File: config.mk
export PLATFORM = sky130hd
export DESIGN_NAME = vcsr_mac
export DESIGN_NICKNAME = d
export VERILOG_FILES = /design/src/sv/vcsr_pkg.sv /design/src/sv/vcsr_mac.sv
export SDC_FILE = /design/constraint.sdc
export NUM_CORES = 2
export LEC_CHECK = 0
export BUFFER_PORTS_ARGS = -buffer_cell sky130_fd_sc_hd__clkbuf_2
export CAP_MARGIN = 5
export CORE_ASPECT_RATIO = 1.25
export CORE_MARGIN = 8
export CORE_UTILIZATION = 25
export CTS_CLUSTER_SIZE = 10
export DETAILED_ROUTE_END_ITERATION = 8
export GPL_TIMING_DRIVEN = 0
export HOLD_SLACK_MARGIN = 0.02
export PLACE_DENSITY = 0.45
export SYNTH_ARGS = -nofsm -noshare
export SYNTH_HDL_FRONTEND = slang
export SYNTH_SLANG_ARGS = --single-unit
export TNS_END_PERCENT = 1
File: constraint.sdc
create_clock -name i_clk -period 26.2 [get_ports i_clk]
set_input_delay 5.24 -clock i_clk [delete_from_list [all_inputs] [get_ports i_clk]]
set_output_delay 5.24 -clock i_clk [all_outputs]
set_load 0.01 [all_outputs]
File: src/sv/vcsr_pkg.sv
// ----------------------------------------------------------------------------
// vcsr_pkg
// Shared types, register codes and arithmetic helpers of the variable
// coefficient stencil residual unit.
// ----------------------------------------------------------------------------
package vcsr_pkg;

    // grid limits handed to the top level as parameter defaults
    localparam int DEF_MAX_X = 32;
    localparam int DEF_MAX_Y = 32;
    localparam int DEF_MAX_Z = 64;
    localparam int DEF_CELLS = DEF_MAX_X * DEF_MAX_Y * DEF_MAX_Z;

    // one stored cell: concentration in the upper half, field in the lower
    localparam int CELL_W = 64;

    // configuration port
    localparam int CFG_IDX_W  = 3;
    localparam int CFG_DATA_W = 32;

    localparam logic [CFG_IDX_W-1:0] CFG_GRID_X   = 3'd0;
    localparam logic [CFG_IDX_W-1:0] CFG_GRID_Y   = 3'd1;
    localparam logic [CFG_IDX_W-1:0] CFG_GRID_Z   = 3'd2;
    localparam logic [CFG_IDX_W-1:0] CFG_INV_DX   = 3'd3;
    localparam logic [CFG_IDX_W-1:0] CFG_INV_DY   = 3'd4;
    localparam logic [CFG_IDX_W-1:0] CFG_INV_DZ   = 3'd5;
    localparam logic [CFG_IDX_W-1:0] CFG_LOW_BND  = 3'd6;

    localparam logic [5:0]  RST_GRID_X  = 6'd32;
    localparam logic [5:0]  RST_GRID_Y  = 6'd32;
    localparam logic [6:0]  RST_GRID_Z  = 7'd64;
    localparam logic [30:0] RST_INV     = 31'd65536;
    localparam logic [31:0] RST_LOW_BND = 32'd65536;

    localparam logic signed [31:0] ONE_Q16 = 32'sd65536;

    // item kinds and result status
    localparam logic KIND_LOAD  = 1'b0;
    localparam logic KIND_QUERY = 1'b1;
    localparam logic STATUS_OK  = 1'b0;
    localparam logic STATUS_BAD = 1'b1;

    // shared multiply unit: signed 34 x signed 18, accumulated at 68 bits
    localparam int MA_W      = 34;
    localparam int MB_W      = 18;
    localparam int ACC_W     = 68;
    localparam int MAC_SHIFT = 16;

    // width of the residual and diagonal sums
    localparam int SUM_W = 50;

    typedef struct packed {
        logic               kind;
        logic [4:0]         pos_x;
        logic [4:0]         pos_y;
        logic [5:0]         pos_z;
        logic signed [31:0] conc;
        logic signed [31:0] field_value;
    } t_in_item;

    typedef struct packed {
        logic signed [31:0] residual;
        logic signed [31:0] diagonal;
        logic               status;
    } t_out_item;

    typedef struct packed {
        logic first;   // load the product
        logic accum;   // add the product shifted up by MAC_SHIFT
    } t_mac_ctl;

    // saturate a wide signed value to 32 bits signed
    function automatic logic signed [31:0] f_sat32(input logic signed [ACC_W-1:0] v);
        logic [ACC_W-32:0] top;
        top = v[ACC_W-1:31];
        if ((&top) || (~|top)) begin
            return v[31:0];
        end else if (v[ACC_W-1]) begin
            return 32'sh8000_0000;
        end else begin
            return 32'sh7FFF_FFFF;
        end
    endfunction

endpackage

File: src/sv/vcsr_mac.sv
// ----------------------------------------------------------------------------
// vcsr_mac
// Shared multiply unit: one signed 34 x 18 product per cycle, either loaded
// or added at a 16 bit offset, so a wide product is built in two passes.
// ----------------------------------------------------------------------------
module vcsr_mac (
    input  logic                                  i_clk,
    input  vcsr_pkg::t_mac_ctl                    i_ctl,
    input  logic signed [vcsr_pkg::MA_W-1:0]      i_a,
    input  logic signed [vcsr_pkg::MB_W-1:0]      i_b,
    output logic signed [vcsr_pkg::ACC_W-1:0]     o_acc
);

    localparam int PW = vcsr_pkg::MA_W + vcsr_pkg::MB_W;

    logic signed [PW-1:0]              w_p;
    logic signed [vcsr_pkg::ACC_W-1:0] w_pe;
    logic signed [vcsr_pkg::ACC_W-1:0] r_acc;

    assign w_p  = i_a * i_b;
    assign w_pe = {{(vcsr_pkg::ACC_W - PW){w_p[PW-1]}}, w_p};

    // both controls low holds the accumulator
    always_ff @(posedge i_clk) begin
        if (i_ctl.first) begin
            r_acc <= w_pe;
        end else if (i_ctl.accum) begin
            r_acc <= r_acc + (w_pe <<< vcsr_pkg::MAC_SHIFT);
        end
    end

    assign o_acc = r_acc;

endmodule
# Word level (Yosys, flattened, before mapping)
# Cells that the tools add are included.
[totals]
register_bits = 68
elab_cells = 6
output_inout_bits = 68
[op_classes]
n_reduce_logical = 1
n_mux = 2
multipliers = 1
addsub = 1
[ops]
columns = ["cell", "n"]
rows = [
  ["two-way mux 68 bit", 2],
  ["adder 68 bit", 1],
  ["multiplier 34 x 18 -> 52 bit", 1],
  ["nonzero test 2 bit", 1],
]

# Longest topological paths before layout
[depth]
depth_word = 4
depth_mapped = 37

# Worst setup path before layout
# OpenSTA, ideal clock, no wires.
[synth_timing]
path_type = "input to register"
from = "in i_a[10] in the netlist's numbering"
to = "reg r_acc, in the netlist o_acc[67], data pin"
arrival_ns = 12.767
path_stages = 32
path_buffers = 3
path_slack_ns = 13.177
setup_ns = 0.256
cell_sequence = "clkbuf_1 clkbuf_1 nand2_1 fa_1 fa_1 fa_1 fa_1 inv_1 fa_1 inv_1 fa_1 inv_1 ha_1 buf_2 o2111ai_1 a211oi_2 a221oi_2 o41ai_2 a21oi_2 o21a_2 nand3b_1 a211oi_1 ha_1 a21o_1 a21oi_1 o2111ai_1 o21ai_1 o21ai_0 a31o_2 o21ai_0 o21ai_0 and4b_1"
[synth_between]
elab_chain_len = 4
[synth_lines]
columns = ["element", "line_no", "source"]
rows = [
  ["from (decl)", "vcsr_mac.sv:9", "input logic signed [vcsr_pkg::MA_W-1:0] i_a,"],
  ["multiplier 34 x 18 -> 52 bit *", "vcsr_mac.sv:20", "assign w_p = i_a * i_b;"],
  ["adder 68 bit", "vcsr_mac.sv:28", "r_acc <= r_acc + (w_pe <<< vcsr_pkg::MAC_SHIFT);"],
  ["two-way mux 68 bit", "vcsr_mac.sv:27", "end else if (i_ctl.accum) begin"],
  ["two-way mux 68 bit *", "vcsr_mac.sv:25", "if (i_ctl.first) begin"],
  ["to (signal assigned)", "vcsr_mac.sv:26", "r_acc <= w_pe;"],
  ["to (signal assigned)", "vcsr_mac.sv:28", ""],
  ["to (decl)", "vcsr_mac.sv:18", "logic signed [vcsr_pkg::ACC_W-1:0] r_acc;"],
]
# Mark *: on every way between the ends. The rest lies on a longest branch, timed or not. The select of a mux whose other input is x is not followed.
# A chain may end at the register's enable or synchronous reset.

# Worst setup path in the final report
[layout_timing]
from = "in i_b[9] in the netlist's numbering"
to = "reg r_acc, in the netlist o_acc[67], data pin"
[layout_between]
elab_chain_len = 4
[layout_lines]
columns = ["element", "line_no", "source"]
rows = [
  ["from (decl)", "vcsr_mac.sv:10", "input logic signed [vcsr_pkg::MB_W-1:0] i_b,"],
  ["multiplier 34 x 18 -> 52 bit *", "vcsr_mac.sv:20", ""],
  ["adder 68 bit", "vcsr_mac.sv:28", ""],
  ["two-way mux 68 bit", "vcsr_mac.sv:27", ""],
  ["two-way mux 68 bit *", "vcsr_mac.sv:25", ""],
]
# Marked as above.

==> results.yml <==
setup_path:
  crit-reg2reg-launch: "o_acc[16]"
  worst_setup_path_end_kind: "flop"
  critPathKind: "in -> reg"
  worst_r2r_path_depth: 12
  critical_path.startpoint_type: "input pin"
  cp.arrival_ps: 15470
  critical_path.max_fanout: 10
  critical_path_required_ps: 26310
  cpPeakStageDelay_ps: 820
  cpMostUsedCell: "sky130_fd_sc_hd__fa_1"
  critical_path.slowest_cell: "sky130_fd_sc_hd__clkbuf_1"
  rrSetupSlack_ps: 22270
  reg2reg_to: "o_acc[60]"
clocking:
  cts.sinks: 68
  post_cts_resized: 0
  tritoncts_clock_tree: "built"
  tritoncts.num_buffers: 9
  cts-hold-fix-buffers: 0
  clock_tree.htree_level_count: 3
  post_cts_buffers: 0
  ctsRootBufferMaster: "sky130_fd_sc_hd__clkbuf_16"
  cts-root-to-sink-buffers: 2
  clk_pin_slew_ps: 60
  clock_insertion_delay_worst_skew_ps: 350
sta:
  finalCritPeriodShare_pct: 58.6
  drv_slew: 0
  finalSetupViolations: 0
  final-hold-violation-count: 0
  max_slew_margin_pct: 23.1
  skew_ps: 7.31
  fmax_mhz: 65.1
  timing_worst_slew_pin_value_ps: 1150
  rsz0062_at_grt: "false"
  setup_total_negative_slack_ps: 0
  fin_crit_ps: 15370
global_route:
  grt_antenna_before_repair: 8
  grt_first_pass_wirelength_um: 145000
  grt.overflow.total: 0
  grt_usage_pct: 16.4
  first_global_vias: 22300
  maximum_number_of_pins_on_one_net_before_global_route_repair: 29
finish:
  syn2layout_area_growth_pct: 9.94
  final_nets: 3940
  final_std_cell_area_no_fill_mm2: 0.0292
  largest_reg_flops: 68
  final_layout_size_suffix_gt1_share_pct: 5.31
placed_design:
  half_perimeter_wire_length_after_detailed_placement_um: 82800
  dpl_cell_area_mm2: 0.0289
  port_buffers: 100
  gp_congestion: 0.875
synthesis:
  yosysMostFrequentCell: "sky130_fd_sc_hd__inv_1"
  postSynth.asyncResetShare_pct: 0
  synthesis.instances: 3007
  postSynthAreaPerCell_um2: 8.85
  netlist.area_leader.share_pct: 44.1
  ys_types: 75
  seq_area_frac_synth_pct: 7.68
  syn-cell-area_mm2: 0.0266
  synth-edff-count: 68
  ys_ff_latch: 68
  synth.top_cells.by_area: "sky130_fd_sc_hd__fa_1 44%, sky130_fd_sc_hd__inv_1 9.7%, sky130_fd_sc_hd__ha_1 8.5%"
  synth.net_count: 3828
  synth_top_cell_by_area: "sky130_fd_sc_hd__fa_1"
  synth_top_flop_cell: "sky130_fd_sc_hd__edfxtp_1"
  synth.top_cells.by_count: "685 x sky130_fd_sc_hd__inv_1, 586 x sky130_fd_sc_hd__fa_1, 451 x sky130_fd_sc_hd__nand2_1"
  ys.warnings.count: 0
floorplanning:
  fp.dieW_um: 308
  boundaryPins: 123
  die_h_um: 381
  start_util_pct: 25.1
  die-area_mm2: 0.117
  design.core.area_mm2: 0.106
  rows: 134
hold_path:
  hold_path.startpoint: "o_acc[16]"
  timing.hold.worst.class: "reg -> reg"
  whs_endpoint: "o_acc[16]"
  whs_path_depth: 2
route:
  final_antenna_net_count: 0
  drt_pass1_iterations: 5
  vias: 20400
  drc_violations_left: 0
  avgViaCountPerCell: 4.48
  total_wirelength_of_the_detailed_routed_design_um: 95100
  first_iter_violations: 1071
  routedWlPerCell_um: 20.9
run:
  maximum_capacitance_violations: 0
run_status:
  run_status: "finished, final reports clean"
-- layout make-up --
cell class                 instances  area, um2
clock inverter                     7        101
fill                           11500      76900
tap                             1428       1790
inverter                         686       2570
timing repair buffer             101        520
sequential                        68       2040
clock buffer                       9        225
buffer                           148        583
multi-input combinational       2105      21400
antenna                            4       10.0
-- critical path: cells and delay by family --
family | cells | cell delay, ps
buffers and inverters | 7 | 1780
adder cells (fa/ha/maj) | 8 | 3950
AO/OA/AOI/OAI | 15 | 3930
AND/OR/NAND/NOR | 3 | 520
-- kinds of logic after synthesis --
family                     count (synthesis)  synth area share [%]
AOI/OAI and AO/OA                        355                  8.57
xor gates and xnor gates                  95                  3.16
adders and majority gates                766                  52.6
buffers and inverters                    834                  11.9
DFF                                       68                  7.68
muxes                                      9                 0.381
and+or+nand+nor                          880                  15.8
-- placed cells by master, fill, tap and decap left out, types with 5 or more instances in the layout --
master | netlist | final
sky130_fd_sc_hd__inv_1 | 685 | 685
sky130_fd_sc_hd__fa_1 | 586 | 586
sky130_fd_sc_hd__nand2_1 | 451 | 451
sky130_fd_sc_hd__and2_1 | 225 | 225
sky130_fd_sc_hd__ha_1 | 180 | 180
sky130_fd_sc_hd__clkbuf_1 | 129 | 129
sky130_fd_sc_hd__clkbuf_2 | 3 | 103
sky130_fd_sc_hd__a21oi_1 | 98 | 98
sky130_fd_sc_hd__o21ai_0 | 90 | 90
sky130_fd_sc_hd__nor2_1 | 78 | 78
sky130_fd_sc_hd__edfxtp_1 | 68 | 68
sky130_fd_sc_hd__xnor2_1 | 62 | 62
sky130_fd_sc_hd__a21o_1 | 58 | 58
sky130_fd_sc_hd__xor2_1 | 32 | 32
sky130_fd_sc_hd__nand2b_1 | 23 | 23
sky130_fd_sc_hd__nand4_1 | 22 | 22
sky130_fd_sc_hd__nand3_1 | 16 | 16
sky130_fd_sc_hd__buf_2 | 13 | 13
sky130_fd_sc_hd__nor3_1 | 13 | 13
sky130_fd_sc_hd__o21bai_1 | 10 | 10
sky130_fd_sc_hd__nor2b_1 | 9 | 9
sky130_fd_sc_hd__and3_1 | 9 | 9
sky130_fd_sc_hd__a31oi_1 | 9 | 9
sky130_fd_sc_hd__a211oi_1 | 9 | 9
sky130_fd_sc_hd__mux2_2 | 9 | 9
sky130_fd_sc_hd__clkbuf_16 | 0 | 9
sky130_fd_sc_hd__o21a_1 | 8 | 8
sky130_fd_sc_hd__a21boi_0 | 8 | 8
sky130_fd_sc_hd__or2_2 | 7 | 7
sky130_fd_sc_hd__o31ai_1 | 7 | 7
sky130_fd_sc_hd__o211ai_1 | 6 | 6
sky130_fd_sc_hd__a211o_1 | 5 | 5
-- routing by layer --
metal  vias up  track usage [%]  part of all wire [%]
li1       9293                -                     -
met2       472             29.5                    52
met1     10600             20.9                    42
met3        97             1.53                   3.9
met5         -                0                 0.014
met4         2             3.95                   2.6
-- how the worst max path moves through the flow --
stage,start,to,slack [ps]
after global placement,i_b[9],o_acc[67],10390
final,i_b[9],o_acc[67],10830
after global routing,i_b[9],o_acc[65],10430
after detailed placement,i_b[9],o_acc[67],10440
after CTS,i_b[9],o_acc[67],10770
after floorplan,i_a[10],o_acc[67],13180
-- through the flow --
stage | hold slack, ps | util (%) | instances | worst slack, ps
floorplan | 745 | - | 3007 | 13180
global placement | 743 | 27.2 | 4535 | 10390
detailed placement | 741 | 27.2 | 4536 | 10440
CTS | 757 | 27.5 | 4552 | 10770
global route | 799 | 27.5 | 4553 | 10430
finish | 768 | 27.6 | 4556 | 10830
Power is not shown: default switching activity piles up to over one toggle a cycle in this logic, so the estimate is an artifact.
